===== src/hw/rtl/psgm_pkg.sv =====
package psgm_pkg;

   localparam int NUM_KEYS     = 256;
   localparam int GROUP_SIZE   = 4;
   localparam int GROUP_COUNT  = 64;
   localparam int MAX_KEY_DIMS = 128;
   localparam int MAX_WIDTH    = 64;

   localparam int KEY_IDX_W = $clog2(NUM_KEYS);
   localparam int DIM_IDX_W = $clog2(MAX_WIDTH);
   localparam int GROUP_W   = $clog2(GROUP_COUNT);
   localparam int MEMBER_W  = $clog2(GROUP_SIZE);
   localparam int KEY_AW    = KEY_IDX_W + DIM_IDX_W;
   localparam int PROJ_W    = 38;
   localparam int CNT_W     = 15;

   // register indexes on the csr port
   localparam logic [2:0] CSR_KEY_DIMS     = 3'd0;
   localparam logic [2:0] CSR_DIM_OFFSET   = 3'd1;
   localparam logic [2:0] CSR_DIM_WIDTH    = 3'd2;
   localparam logic [2:0] CSR_CLUSTER_BASE = 3'd3;
   localparam logic [2:0] CSR_KEY_BASE     = 3'd4;

   typedef struct packed {
      logic              is_read;
      logic signed [31:0] element_value;
      logic [5:0]        group_index;
   } item_type;

   typedef struct packed {
      logic [7:0]  key_dims;
      logic [6:0]  dim_offset;
      logic [6:0]  dim_width;
      logic [15:0] cluster_base;
      logic [23:0] key_base;
   } cfg_type;

   typedef struct packed {
      logic [15:0]        parent_id;
      logic [5:0]         dim_index;
      logic signed [31:0] mean_value;
      logic [24:0]        child_first;
      logic [24:0]        child_second;
      logic [24:0]        child_third;
      logic [24:0]        child_fourth;
      logic               last;
      logic               loaded;
   } rsp_type;

endpackage


===== src/hw/rtl/psgm_front.sv =====
module psgm_front (
   input  logic               clock,
   input  logic               reset,
   input  logic               start,
   input  logic               op,
   input  logic signed [31:0] element_value,
   input  logic [5:0]         group_index,
   output logic               busy,
   input  logic               pop,
   output logic               head_valid,
   output psgm_pkg::item_type head
);
   import psgm_pkg::*;

   item_type   slot_ff [2];
   logic       wr_ptr_ff, rd_ptr_ff;
   logic [1:0] count_ff;
   logic       push;

   assign busy       = (count_ff == 2'd2);
   assign push       = start && !busy;
   assign head_valid = (count_ff != 2'd0);
   assign head       = slot_ff[rd_ptr_ff];

   always_ff @(posedge clock) begin
      if (push) begin
         slot_ff[wr_ptr_ff].is_read       <= op;
         slot_ff[wr_ptr_ff].element_value <= element_value;
         slot_ff[wr_ptr_ff].group_index   <= group_index;
      end
      if (reset) begin
         wr_ptr_ff <= 1'b0;
         rd_ptr_ff <= 1'b0;
         count_ff  <= 2'd0;
      end else begin
         if (push) begin
            wr_ptr_ff <= !wr_ptr_ff;
         end
         if (pop) begin
            rd_ptr_ff <= !rd_ptr_ff;
         end
         count_ff <= count_ff + {1'b0, push} - {1'b0, pop};
      end
   end
endmodule


===== config.mk =====
export PLATFORM = sky130hd
export DESIGN_NAME = psgm_front
export DESIGN_NICKNAME = d
export VERILOG_FILES = /design/src/hw/rtl/psgm_pkg.sv /design/src/hw/rtl/psgm_front.sv
export SDC_FILE = /design/constraint.sdc
export NUM_CORES = 1
export LEC_CHECK = 0
export BUFFER_PORTS_ARGS = -buffer_cell sky130_fd_sc_hd__buf_2
export CORE_MARGIN = 3
export CORE_UTILIZATION = 40
export DETAILED_ROUTE_END_ITERATION = 16
export PLACE_DENSITY_LB_ADDON = 0.05
export RECOVER_POWER = 100
export SKIP_LAST_GASP = 1
export SYNTH_ARGS = -nofsm -noshare
export SYNTH_HDL_FRONTEND = slang
export SYNTH_SLANG_ARGS = --single-unit

===== constraint.sdc =====
create_clock -name clock -period 2.7 [get_ports clock]
set_clock_uncertainty 0.05 [all_clocks]
set_input_delay 0.135 -clock clock [delete_from_list [all_inputs] [get_ports clock]]
set_output_delay 0.135 -clock clock [all_outputs]
set_load 0.01 [all_outputs]

==> metrics.cfg <==
[run_status]
status = completed

[cells_and_area]
fin_cells = 383
fin_nets = 324
num_antenna_cells = 0
syn_to_final_growth_pct = 33.5
drive_above_1_share_pct = 15.1

[critical_path]
crit_chain = buf_12, mux2_1, clkbuf_1
cp_num_buf_inv = 2
critPathMaxStageDelay_ns = 0.84
crit_path_max_fanout = 24
cp_slowest_cell = dfxtp_1
crit_family = flip-flops
critPathLaunchType = flip-flop
cp_data_required_time_ns = 2.52
endpoint_kind = output port
cp.arrival_ns = 1.98
path_class = reg -> out

[drt]
wirelength_um = 5410
ant_nets = 0
vias = 1702
vias_per_cell = 4.44
routedWlPerCell_um = 14.1
drc = 0
drt_first_pass_iters = 2
drt_iter0_markers = 58

[global_route]
grtUsageTotal_pct = 13.1
antenna_found_initial = 0
grt_pass1_wl_um = 8540
grt_start_max_net_pins = 25
grt_overflow = 0
grt_pass1_vias = 1825

[flow_run]
maxCapViolCount = 0

[power_and_ir_drop]
pwr-share-seq_pct = 54.8
switching_share_pct = 24.4
vdd_drop_max_mv = 0.402
power_density_mw_per_mm2 = 735
clockPowerShare_pct = 27.5
p_int_mw = 2.29
p_leak_nw = 1.46
p_switching_mw = 0.739
comb_power_share_pct = 17.7

[timing]
relSlewSlack_pct = 46.8
hold_violations = 0
tightest_slew_ns = 0.797
fin_tns_setup_ns = 0
fin_crit_sh_pct = 80.2
finalSetupViolations = 0
fmax_mhz = 462
fin_crit_ns = 2.17
slew_viol_final = 0
grt_setup_unrepaired = false

[synthesis]
netlist_area_mm2 = 0.00309
synthesis.nets = 191
synth_async_sr_flop_share_pct = 0
yosys-top-cells-area = edfxtp_1, mux2_1, mux2_4, dfxtp_1, ha_1
ys_seq_elements = 83
yosysWarningCount = 0
synth_most_common_cell = edfxtp_1
ys.flop_type = edfxtp_1
ys_types = 21
synth-seq-area-share_pct = 79.2
synth.avg_cell_area_um2 = 21.1
synth_common_cells = edfxtp_1, mux2_1, mux2_4
netlist_instances = 146
synth-edff-count = 78
yosysTopAreaCell = edfxtp_1
synth_top_area_share_pct = 75.9

[clock_tree]
h-tree-depth = 3
clk_latency_ns = 0.33
cts_tree = built
clk_pin_slew_worst_paths_ns = 0.08
cts_buffer_depth = 2
cts_made_buffers = 9
cts_sinks = 83
cts_root_buffer = clkbuf_8

[floorplanning]
dieArea_mm2 = 0.00880
ios = 84
initial_utilization_pct = 41.9
die_x_um = 93.8
core_region_area_mm2 = 0.00737
die_h_um = 93.8
num_rows = 31

[placed_design]
place.port_buffers = 83
place.detailed.hpwl_um = 3570
dp_cells = 327
place_congestion = 0.635

[min_path]
holdCritPathClass = in -> reg

## cell usage in the layout (no fill, tap or decap), drive strengths merged
| master | count |
|---|---|
| and3 | 1 |
| nor2b | 1 |
| xor2 | 1 |
| buf | 28 |
| mux2 | 39 |
| or2 | 1 |
| nand2 | 1 |
| clkbuf | 73 |
| nand2b | 1 |
| nor2 | 3 |
| or3 | 1 |
| xnor2 | 2 |
| dfxtp | 5 |
| o21ai | 1 |
| dlygate4sd3 | 40 |
| clkinv | 3 |
| ha | 2 |
| edfxtp | 78 |
| a21oi | 1 |
| inv | 2 |
## state kept, by name (all words and copies together) (netlist names), named ones only
| name | flops |
|---|---|
| rd_ptr_ff | 1 |
| count_ff | 2 |
| wr_ptr_ff | 1 |
| slot_ff | 78 |
## stage by stage
| step | power (mW) | hold slack [ns] | util [%] | instance area, um2 | worst slack, ns |
|---|---|---|---|---|---|
| 5_1_grt | 3.18 | 0.0433 | 55.9 | 4120 | 0.383 |
| 3_3_place_gp | 2.22 | 0.273 | 49.4 | 3640 | 0.832 |
| 4_1_cts | 3.12 | 0.0296 | 57.5 | 4240 | 0.715 |
| 6_report | 3.03 | 0.0348 | 55.9 | 4120 | 0.534 |
| 2_1_floorplan | 2.01 | 0.147 | - | 3090 | 0.641 |
| 3_5_place_dp | 2.25 | 0.276 | 49.4 | 3640 | 0.781 |
## power groups by stage
stage                     combinational [mW]  clock (mW)  sequential [mW]
after global routing                   0.599       0.905             1.68
after global placement                 0.539           0             1.68
after detailed placement               0.552           0             1.69
after floorplan                        0.335           0             1.67
final                                  0.536       0.832             1.66
after CTS                              0.601       0.854             1.66
## path summary, 6_finish.rpt
check | to | slack, ns | startpoint | cells past startpoint
hold reg to reg | wr_ptr_ff | 0.45 | wr_ptr_ff | 2
hold / removal | flip-flop | 0.03 | pop | 3
setup reg to reg | slot_ff[1][33] | 0.71 | count_ff[0] | 3
setup / recovery | head[22] | 0.53 | flip-flop | 3
## kinds of logic after synthesis
kind of cell,share of synthesized area [%]
AOI/OAI and AO/OA,0.446
xor gates and xnor gates,0.852
adders and majority gates,0.811
buffers and inverters,1.54
DFF,79.2
muxes,15.4
and+or+nand+nor,1.74
## what timing repair did
item                                   in CTS  in global routing
hold buffers                               40                  0
buffers inserted                            0                  0
endpoints found under the hold margin      83                  0
resized for setup                           0                  0
## metal layers
metal  global-route usage [%]  part of all wire (%)
met4                     6.50                   1.5
met3                     3.77                   6.4
met2                     23.2                    53
met5                        0                     0
met1                     14.3                    39
## cell type report
cell class                 instances  area, um2
fill                             622       3250
sequential                        83       2440
timing repair buffer             126        790
multi-input combinational         55        557
clock buffer                      15        188
tap                               99        124
inverter                           4       15.0
clock inverter                     1       5.00
## tightest hold or removal path, delay by kind of cell
| kind | cells | cell delay [ns] |
|---|---|---|
| and+or+nand+nor | 1 | 0.08 |
| buffers and inverters | 1 | 0.10 |
| xor gates and xnor gates | 1 | 0.07 |
(Power assumes the default switching activity.)
